===== src/sv/rrtqs_pkg.sv =====
// Types and constants of the round-robin thread queue scheduler.
package rrtqs_pkg;

    localparam int MAX_THREADS = 16;
    localparam int ID_W        = $clog2(MAX_THREADS);
    localparam int CNT_W       = $clog2(MAX_THREADS + 1);
    localparam int NUM_QUEUES  = 3;
    localparam int QIDX_W      = 2;

    // Command codes
    localparam logic [2:0] FUNC_CREATE  = 3'd0;
    localparam logic [2:0] FUNC_START   = 3'd1;
    localparam logic [2:0] FUNC_TICK    = 3'd2;
    localparam logic [2:0] FUNC_SUSPEND = 3'd3;
    localparam logic [2:0] FUNC_RESUME  = 3'd4;
    localparam logic [2:0] FUNC_DELETE  = 3'd5;

    // Status codes
    localparam logic [1:0] STATUS_OK        = 2'd0;
    localparam logic [1:0] STATUS_NOT_FOUND = 2'd1;
    localparam logic [1:0] STATUS_NO_FREE   = 2'd2;
    localparam logic [1:0] STATUS_NO_RUN    = 2'd3;

    // Found codes
    localparam logic [1:0] FOUND_NONE = 2'd0;

    // Queue indexes
    localparam logic [QIDX_W-1:0] Q_NEW   = 2'd0;
    localparam logic [QIDX_W-1:0] Q_READY = 2'd1;
    localparam logic [QIDX_W-1:0] Q_SUSP  = 2'd2;

    typedef struct packed {
        logic [2:0]      func;
        logic [ID_W-1:0] target_id;
    } rrtqs_cmd_t;

    typedef struct packed {
        logic [1:0]      status;
        logic [ID_W-1:0] given_id;
        logic [1:0]      found_in;
        logic [ID_W-1:0] running_id;
        logic            running_valid;
    } rrtqs_rsp_t;

    typedef enum logic [3:0] {
        ST_IDLE,
        ST_EXEC,
        ST_POP_RD,
        ST_POP_WB,
        ST_WALK_INIT,
        ST_WALK_CHK,
        ST_WALK_NXT,
        ST_UNLINK,
        ST_PUSH,
        ST_DONE
    } rrtqs_state_t;

endpackage


===== src/sv/rrtqs_ram.sv =====
// Generic single-write, single-read RAM with registered read data.
module rrtqs_ram #(
    parameter int WIDTH = 4,
    parameter int DEPTH = 16
) (
    input  logic                     clk,
    input  logic                     we,
    input  logic [$clog2(DEPTH)-1:0] waddr,
    input  logic [WIDTH-1:0]         wdata,
    input  logic [$clog2(DEPTH)-1:0] raddr,
    output logic [WIDTH-1:0]         rdata
);

    logic [WIDTH-1:0] mem [DEPTH];

    always_ff @(posedge clk)
    begin
        if (we)
        begin
            mem[waddr] <= wdata;
        end
        rdata <= mem[raddr];
    end

endmodule


===== src/sv/round_robin_thread_queue_scheduler.sv =====
// Top level of the round-robin thread queue scheduler.
//
//  channel | valid      | stall      | payload
//  --------+------------+------------+-------------------------------
//  command | cmd_valid  | cmd_stall  | cmd (func, target_id)
//  result  | rsp_valid  | rsp_stall  | rsp (status, ids, found_in)
//
// One command at a time. Create runs exec, then done; tick, and start with no
// thread running, pop the ready head in between (read, write-back if it has a
// successor); done returns to idle before the next accept. Suspend, resume and
// delete walk the linked queues through the link RAM, a check and a read per entry.
// Reset empties every queue and clears the ID counter and the running thread.
// A stalled result holds; the next command is accepted while it waits.
module round_robin_thread_queue_scheduler
    import rrtqs_pkg::*;
(
    input  logic       clk,
    input  logic       rst_n,
    input  logic       cmd_valid,
    output logic       cmd_stall,
    input  rrtqs_cmd_t cmd,
    output logic       rsp_valid,
    input  logic       rsp_stall,
    output rrtqs_rsp_t rsp
);

    // Control state
    rrtqs_state_t state_reg, state_next;

    // Queue descriptors: head and tail IDs plus an empty flag per queue.
    logic [ID_W-1:0] head_reg [NUM_QUEUES];
    logic [ID_W-1:0] head_next [NUM_QUEUES];
    logic [ID_W-1:0] tail_reg [NUM_QUEUES];
    logic [ID_W-1:0] tail_next [NUM_QUEUES];
    logic [NUM_QUEUES-1:0] empty_reg, empty_next;

    logic [CNT_W-1:0] nfree_reg, nfree_next;
    logic [ID_W-1:0]  cur_thread_reg, cur_thread_next;
    logic             cur_valid_reg, cur_valid_next;

    // Current transaction
    logic [2:0]      func_reg, func_next;
    logic [ID_W-1:0] target_reg, target_next;
    logic [1:0]      status_reg, status_next;
    logic [ID_W-1:0] given_reg, given_next;
    logic [1:0]      found_reg, found_next;

    // Walk over one queue
    logic [QIDX_W-1:0] walk_q_reg, walk_q_next;
    logic [ID_W-1:0]   walk_cur_reg, walk_cur_next;
    logic [ID_W-1:0]   walk_prev_reg, walk_prev_next;
    logic              has_prev_reg, has_prev_next;

    // Result register
    rrtqs_rsp_t rsp_reg, rsp_next;
    logic       rsp_valid_reg, rsp_valid_next;

    // Link RAM ports
    logic            ram_we;
    logic [ID_W-1:0] ram_waddr, ram_wdata, ram_raddr, ram_rdata;

    // Shared push onto a queue tail
    logic              push_en;
    logic [QIDX_W-1:0] push_q;
    logic [ID_W-1:0]   push_id;

    // Walk decisions
    logic cur_hit, cur_is_tail, walk_q_empty, walk_more, rsp_free;
    rrtqs_state_t after_remove;

    rrtqs_ram #(
        .WIDTH (ID_W),
        .DEPTH (MAX_THREADS)
    ) u_link_ram (
        .clk   (clk),
        .we    (ram_we),
        .waddr (ram_waddr),
        .wdata (ram_wdata),
        .raddr (ram_raddr),
        .rdata (ram_rdata)
    );

    always_comb
    begin
        cur_hit      = (walk_cur_reg == target_reg);
        cur_is_tail  = (walk_cur_reg == tail_reg[walk_q_reg]);
        walk_q_empty = empty_reg[walk_q_reg];
        // Delete searches new, then ready, then suspended.
        walk_more    = (func_reg == FUNC_DELETE) && (walk_q_reg != Q_SUSP);
        after_remove = (func_reg == FUNC_DELETE) ? ST_DONE : ST_PUSH;
        rsp_free     = !rsp_valid_reg || !rsp_stall;
    end

    // Next state
    always_comb
    begin
        state_next = state_reg;
        case (state_reg)
            ST_IDLE:
            begin
                if (cmd_valid)
                begin
                    state_next = ST_EXEC;
                end
            end
            ST_EXEC:
            begin
                case (func_reg)
                    FUNC_START:   state_next = cur_valid_reg ? ST_DONE : ST_POP_RD;
                    FUNC_TICK:    state_next = ST_POP_RD;
                    FUNC_SUSPEND: state_next = ST_WALK_INIT;
                    FUNC_RESUME:  state_next = ST_WALK_INIT;
                    FUNC_DELETE:  state_next = ST_WALK_INIT;
                    default:      state_next = ST_DONE;
                endcase
            end
            ST_POP_RD:
            begin
                if (!empty_reg[Q_READY] && (head_reg[Q_READY] != tail_reg[Q_READY]))
                begin
                    state_next = ST_POP_WB;
                end
                else
                begin
                    state_next = ST_DONE;
                end
            end
            ST_POP_WB:
            begin
                state_next = ST_DONE;
            end
            ST_WALK_INIT:
            begin
                if (!walk_q_empty)
                begin
                    state_next = ST_WALK_CHK;
                end
                else if (!walk_more)
                begin
                    state_next = ST_DONE;
                end
            end
            ST_WALK_CHK:
            begin
                if (cur_hit)
                begin
                    state_next = (!has_prev_reg && cur_is_tail) ? after_remove : ST_UNLINK;
                end
                else if (cur_is_tail)
                begin
                    state_next = walk_more ? ST_WALK_INIT : ST_DONE;
                end
                else
                begin
                    state_next = ST_WALK_NXT;
                end
            end
            ST_WALK_NXT:
            begin
                state_next = ST_WALK_CHK;
            end
            ST_UNLINK:
            begin
                state_next = after_remove;
            end
            ST_PUSH:
            begin
                state_next = ST_DONE;
            end
            ST_DONE:
            begin
                if (rsp_free)
                begin
                    state_next = ST_IDLE;
                end
            end
            default:
            begin
                state_next = ST_IDLE;
            end
        endcase
    end

    // Datapath and outputs
    always_comb
    begin
        head_next       = head_reg;
        tail_next       = tail_reg;
        empty_next      = empty_reg;
        nfree_next      = nfree_reg;
        cur_thread_next = cur_thread_reg;
        cur_valid_next  = cur_valid_reg;
        func_next       = func_reg;
        target_next     = target_reg;
        status_next     = status_reg;
        given_next      = given_reg;
        found_next      = found_reg;
        walk_q_next     = walk_q_reg;
        walk_cur_next   = walk_cur_reg;
        walk_prev_next  = walk_prev_reg;
        has_prev_next   = has_prev_reg;
        rsp_next        = rsp_reg;
        rsp_valid_next  = rsp_valid_reg && rsp_stall;
        ram_we          = 1'b0;
        ram_waddr       = walk_prev_reg;
        ram_wdata       = ram_rdata;
        ram_raddr       = walk_cur_reg;
        push_en         = 1'b0;
        push_q          = Q_NEW;
        push_id         = target_reg;
        cmd_stall       = (state_reg != ST_IDLE);

        case (state_reg)
            ST_IDLE:
            begin
                // Latch the transaction and clear its result fields.
                if (cmd_valid)
                begin
                    func_next   = cmd.func;
                    target_next = cmd.target_id;
                    status_next = STATUS_OK;
                    given_next  = '0;
                    found_next  = FOUND_NONE;
                end
            end
            ST_EXEC:
            begin
                case (func_reg)
                    FUNC_CREATE:
                    begin
                        if (nfree_reg == CNT_W'(MAX_THREADS))
                        begin
                            status_next = STATUS_NO_FREE;
                        end
                        else
                        begin
                            given_next = nfree_reg[ID_W-1:0];
                            nfree_next = nfree_reg + 1'b1;
                            push_en    = 1'b1;
                            push_q     = Q_NEW;
                            push_id    = nfree_reg[ID_W-1:0];
                        end
                    end
                    FUNC_START:
                    begin
                        // Splice the whole new queue onto the ready tail.
                        if (!empty_reg[Q_NEW])
                        begin
                            if (empty_reg[Q_READY])
                            begin
                                head_next[Q_READY] = head_reg[Q_NEW];
                                empty_next[Q_READY] = 1'b0;
                            end
                            else
                            begin
                                ram_we    = 1'b1;
                                ram_waddr = tail_reg[Q_READY];
                                ram_wdata = head_reg[Q_NEW];
                            end
                            tail_next[Q_READY] = tail_reg[Q_NEW];
                            empty_next[Q_NEW]  = 1'b1;
                        end
                    end
                    FUNC_TICK:
                    begin
                        // Requeue the running thread.
                        if (cur_valid_reg)
                        begin
                            push_en = 1'b1;
                            push_q  = Q_READY;
                            push_id = cur_thread_reg;
                        end
                    end
                    FUNC_SUSPEND: walk_q_next = Q_READY;
                    FUNC_RESUME:  walk_q_next = Q_SUSP;
                    FUNC_DELETE:  walk_q_next = Q_NEW;
                    default:
                    begin
                    end
                endcase
            end
            ST_POP_RD:
            begin
                // Run the ready head; fetch its successor if it is not the tail.
                ram_raddr = head_reg[Q_READY];
                if (empty_reg[Q_READY])
                begin
                    cur_thread_next = '0;
                    cur_valid_next  = 1'b0;
                    status_next     = STATUS_NO_RUN;
                end
                else
                begin
                    cur_thread_next = head_reg[Q_READY];
                    cur_valid_next  = 1'b1;
                    if (head_reg[Q_READY] == tail_reg[Q_READY])
                    begin
                        empty_next[Q_READY] = 1'b1;
                    end
                end
            end
            ST_POP_WB:
            begin
                head_next[Q_READY] = ram_rdata;
            end
            ST_WALK_INIT:
            begin
                if (walk_q_empty)
                begin
                    if (walk_more)
                    begin
                        walk_q_next = walk_q_reg + 1'b1;
                    end
                    else
                    begin
                        status_next = STATUS_NOT_FOUND;
                    end
                end
                else
                begin
                    walk_cur_next = head_reg[walk_q_reg];
                    has_prev_next = 1'b0;
                end
            end
            ST_WALK_CHK:
            begin
                if (cur_hit)
                begin
                    found_next = walk_q_reg + 1'b1;
                    if (!has_prev_reg && cur_is_tail)
                    begin
                        empty_next[walk_q_reg] = 1'b1;
                    end
                end
                else if (cur_is_tail)
                begin
                    if (walk_more)
                    begin
                        walk_q_next = walk_q_reg + 1'b1;
                    end
                    else
                    begin
                        status_next = STATUS_NOT_FOUND;
                    end
                end
                else
                begin
                    walk_prev_next = walk_cur_reg;
                    has_prev_next  = 1'b1;
                end
            end
            ST_WALK_NXT:
            begin
                walk_cur_next = ram_rdata;
            end
            ST_UNLINK:
            begin
                // Bypass the removed entry.
                if (!has_prev_reg)
                begin
                    head_next[walk_q_reg] = ram_rdata;
                end
                else
                begin
                    ram_we = 1'b1;
                    if (cur_is_tail)
                    begin
                        tail_next[walk_q_reg] = walk_prev_reg;
                    end
                end
            end
            ST_PUSH:
            begin
                push_en = 1'b1;
                push_q  = (func_reg == FUNC_SUSPEND) ? Q_SUSP : Q_READY;
                push_id = target_reg;
            end
            ST_DONE:
            begin
                if (rsp_free)
                begin
                    rsp_next.status        = status_reg;
                    rsp_next.given_id      = given_reg;
                    rsp_next.found_in      = found_reg;
                    rsp_next.running_id    = cur_valid_reg ? cur_thread_reg : '0;
                    rsp_next.running_valid = cur_valid_reg;
                    rsp_valid_next         = 1'b1;
                end
            end
            default:
            begin
            end
        endcase

        // Append one ID at a queue tail.
        if (push_en)
        begin
            if (empty_reg[push_q])
            begin
                head_next[push_q]  = push_id;
                empty_next[push_q] = 1'b0;
            end
            else
            begin
                ram_we    = 1'b1;
                ram_waddr = tail_reg[push_q];
                ram_wdata = push_id;
            end
            tail_next[push_q] = push_id;
        end
    end

    assign rsp_valid = rsp_valid_reg;
    assign rsp       = rsp_reg;

    // Control registers
    always_ff @(posedge clk or negedge rst_n)
    begin
        if (!rst_n)
        begin
            state_reg      <= ST_IDLE;
            empty_reg      <= '1;
            nfree_reg      <= '0;
            cur_thread_reg <= '0;
            cur_valid_reg  <= 1'b0;
            rsp_valid_reg  <= 1'b0;
        end
        else
        begin
            state_reg      <= state_next;
            empty_reg      <= empty_next;
            nfree_reg      <= nfree_next;
            cur_thread_reg <= cur_thread_next;
            cur_valid_reg  <= cur_valid_next;
            rsp_valid_reg  <= rsp_valid_next;
        end
    end

    // Payload registers
    always_ff @(posedge clk)
    begin
        head_reg      <= head_next;
        tail_reg      <= tail_next;
        func_reg      <= func_next;
        target_reg    <= target_next;
        status_reg    <= status_next;
        given_reg     <= given_next;
        found_reg     <= found_next;
        walk_q_reg    <= walk_q_next;
        walk_cur_reg  <= walk_cur_next;
        walk_prev_reg <= walk_prev_next;
        has_prev_reg  <= has_prev_next;
        rsp_reg       <= rsp_next;
    end

endmodule


===== config.mk =====
export PLATFORM = sky130hd
export DESIGN_NAME = round_robin_thread_queue_scheduler
export DESIGN_NICKNAME = d
export VERILOG_FILES = /design/src/sv/rrtqs_pkg.sv /design/src/sv/rrtqs_ram.sv /design/src/sv/round_robin_thread_queue_scheduler.sv
export SDC_FILE = /design/constraint.sdc
export NUM_CORES = 1
export LEC_CHECK = 0
export ABC_AREA = 0
export BUFFER_PORTS_ARGS = -buffer_cell sky130_fd_sc_hd__buf_2
export CORE_MARGIN = 4
export CORE_UTILIZATION = 38
export CTS_CLUSTER_DIAMETER = 120
export DETAILED_ROUTE_END_ITERATION = 8
export GPL_TIMING_DRIVEN = 0
export PLACE_DENSITY = 0.59
export REMOVE_ABC_BUFFERS = 1
export SYNTH_ARGS = -nofsm -noshare
export SYNTH_HDL_FRONTEND = slang
export SYNTH_SLANG_ARGS = --single-unit

===== constraint.sdc =====
create_clock -name clk -period 3.4 [get_ports clk]
set_input_delay 0.51 -clock clk [delete_from_list [all_inputs] [get_ports clk]]
set_output_delay 0.51 -clock clk [all_outputs]
set_load 0.005 [all_outputs]

==> metrics.cfg <==
[pwr]
p_sw_mw = 2.89
p_int_mw = 4.42
switching_share_pct = 39.6
p_leak_nw = 3.16
irDropWorstVdd_mv = 0.436
combPwrFrac_pct = 33.2
p_per_area_mw_per_mm2 = 822
p_clk_share_pct = 26.0
share_seq_of_total_power_pct = 40.8
power.total_mw = 7.31

[finish]
largest_reg_flops = 64
syn_to_final_growth_pct = 18.7
final_nets = 723
n_antenna_cell = 0
num-fill-cells = 1759
drive_gt1_share_pct = 20.1

[floorplan]
core_area_mm2 = 0.0195
start_util_pct = 38.5
fp-row-count = 51
die_w_um = 148
die_area_mm2 = 0.0220
boundaryPins = 26
die_h_um = 148

[timing]
finalSetupViolCount = 0
timing.fmax_ghz = 0.305
hold_ws_ns = 0.0167
drv_slew = 0
rsz0062_at_grt = false
hold_violations = 0
max_slew_margin_pct = 22.2
post-route-min-period_ns = 3.28
finClkSkew_ns = 0.0161
post-route-period-util_pct = 96.5
tightest_slew_ns = 1.17

[clock_network]
cts_hold_buf = 0
cts_tree = yes
path_clk_slew_ns = 0.07
cts-root-buf = clkbuf_16
clock-sinks = 149
clk_latency_ns = 0.44
h-tree-depth = 4
cts_buffers = 17
cts_buffer_depth = 2

[routing]
firstDrtPassIters = 6
viasPerCell = 5.79
wire_per_inst_um = 21.0
finalWirelength_um = 20700
ant_nets = 0
num_vias = 5699
drcViolationCount = 0
first_iter_violations = 722

[critical_path]
worstReg2RegStart = state_reg[3]$_DFFE_PN0P_
reg2regPathDepth = 6
arrival_ns = 3.39
critical_path_class = reg -> reg
path_max_fanout = 20
critPathRequiredTime_ns = 3.51
r2r_slack_ns = 0.12
r2r-end = u_link_ram.mem[2][0]$_DFFE_PP_
critPathLaunchType = flip-flop
end_kind = flip-flop

[synth]
synth_area_per_cell_um2 = 11.2
ys_seq_elements = 149
syn_area_mm2 = 0.00749
synth_warnings = 0
ys.flop_type = edfxtp_1
syn_inst = 671
ys_types = 78
synth_top_area_share_pct = 41.3
yosys.area.top_type = edfxtp_1
synthArstFlopShare_pct = 12.1
synth.area.top_cells = edfxtp_1 41%, dfxtp_1 7.5%, mux2i_1 7.1%, dfrtp_1 5.0%, nand2_1 3.7%
ys_seq_area_share_pct = 54.8
synth_edf_count = 103

[global_route]
grt_pass1_vias = 5651
grt-ovfl-total = 0
grt_use_total_pct = 19.0
grt_max_degree = 22
use_met3_pct = 3.53
top_usage_layer = met2
grt_pass1_wl_um = 32000
antenna_found_initial = 0
use_met1_pct = 24.8
grt_util_met2_pct = 31.0

[hold_path]
holdCritPathClass = in -> async

[place]
place_congestion = 0.936
dp_hpwl_um = 14300
portBuffers = 25

[run_status]
status = complete, no violations

[run]
maxCapViolations = 0

power groups by stage:
stage	Sequential [mW]	Clock (mW)	Combinational [mW]
floorplan	2.85	0	1.45
global placement	3.05	0	1.98
detailed placement	3.04	0	2.09
CTS	2.98	1.93	2.32
global route	3.03	2.01	2.62
finish	2.99	1.90	2.43
cell type report:
class	count	area (um^2)	share of cell area (%)
Clock buffer	17	425	4.78
Clock inverter	15	190	2.14
Inverter	11	41.3	0.464
Multi-Input combinational cell	480	3440	38.7
Sequential cell	149	4120	46.3
Tap cell	265	332	3.73
Timing Repair Buffer	48	347	3.90
critical path, cell delays in order (launching register included):
cell and delay [ns]:
dfrtp_2 0.55, or4b_4 0.69, nor4b_4 0.41, o22ai_2 0.20, o31ai_2 0.31, or3b_4 0.49, nor3_2 0.30
synth_stat cells (8+ instances only):
| master | n |
|---|---|
| buf_2 | 12 |
| o21ai_0 | 48 |
| edfxtp_1 | 103 |
| nor3_1 | 15 |
| xnor2_1 | 15 |
| mux2i_1 | 53 |
| nand2_1 | 74 |
| and3_1 | 9 |
| a22oi_1 | 17 |
| inv_1 | 9 |
| a21oi_1 | 32 |
| a41oi_1 | 11 |
| dfxtp_1 | 28 |
| nor2_1 | 41 |
| nand4_1 | 11 |
| clkbuf_1 | 14 |
| nor4_1 | 8 |
| and2_1 | 9 |
| nor2b_1 | 8 |
| nand3_1 | 13 |
| dfrtp_1 | 15 |
per-layer routing:
layer | wire length, um | share of wire, %
met1 | 8910 | 43
met2 | 9870 | 48
met3 | 1180 | 5.7
met4 | 726 | 3.5
met5 | 0 | 0
what timing repair did:
item	4_1_cts	5_1_grt
cloned	1	0
setup endpoints to repair	131	97
gates resized for setup	29	12
buffers inserted	13	5
pin swaps	2	1
how the worst max path moves through the flow:
stage	endpoint	slack (ns)	from	cells after the start
floorplan	u_link_ram.rdata[0]$_DFF_P_	-0.11	state_reg[0]$_DFFE_PN0P_	6
global route	u_link_ram.mem[2][0]$_DFFE_PP_	0.01	state_reg[3]$_DFFE_PN0P_	6
global placement	u_link_ram.mem[13][3]$_DFFE_PP_	-1.72	func_reg[1]$_DFFE_PP_	5
detailed placement	u_link_ram.mem[14][1]$_DFFE_PP_	-0.89	state_reg[0]$_DFFE_PN0P_	6
CTS	u_link_ram.mem[6][1]$_DFFE_PP_	-0.005	func_reg[0]$_DFFE_PP_	6
finish	u_link_ram.mem[2][0]$_DFFE_PP_	0.12	state_reg[3]$_DFFE_PN0P_	6
cells by family (layout without fill, tap and decap cells):
family	count (synthesis)	after routing	share of synthesized area, %
buf+inv	43	91	2.55
xor+xnor	15	15	1.75
simple gates	231	231	16.6
mux	63	64	8.86
compound gates	165	165	14.6
fa+ha+maj	5	5	0.835
flops	149	149	54.8
placed cells by master (no fill, tap or decap), types with 13 or more instances in the layout:
cell,count
a21oi_1,30
buf_2,25
o21ai_0,44
clkbuf_16,17
nand2_1,74
xnor2_1,15
nor2_1,41
nand3_1,13
mux2i_1,52
a22oi_1,17
edfxtp_1,103
dfxtp_1,28
buf_4,17
stage by stage:
step	worst slack, ns	TNS, ns	cell area, um^2	utilization (%)	std cells
after floorplan	-0.114	-0.845	7340	-	639
after global placement	-1.72	-170.32	7800	40.1	929
after detailed placement	-0.894	-56.61	7880	40.5	934
after CTS	-0.00480	-0.0229	8770	45.1	980
after global routing	0.0108	0	8890	45.7	985
final	0.119	0	8890	45.7	985
Note: power is estimated with default switching activity, not from simulation.
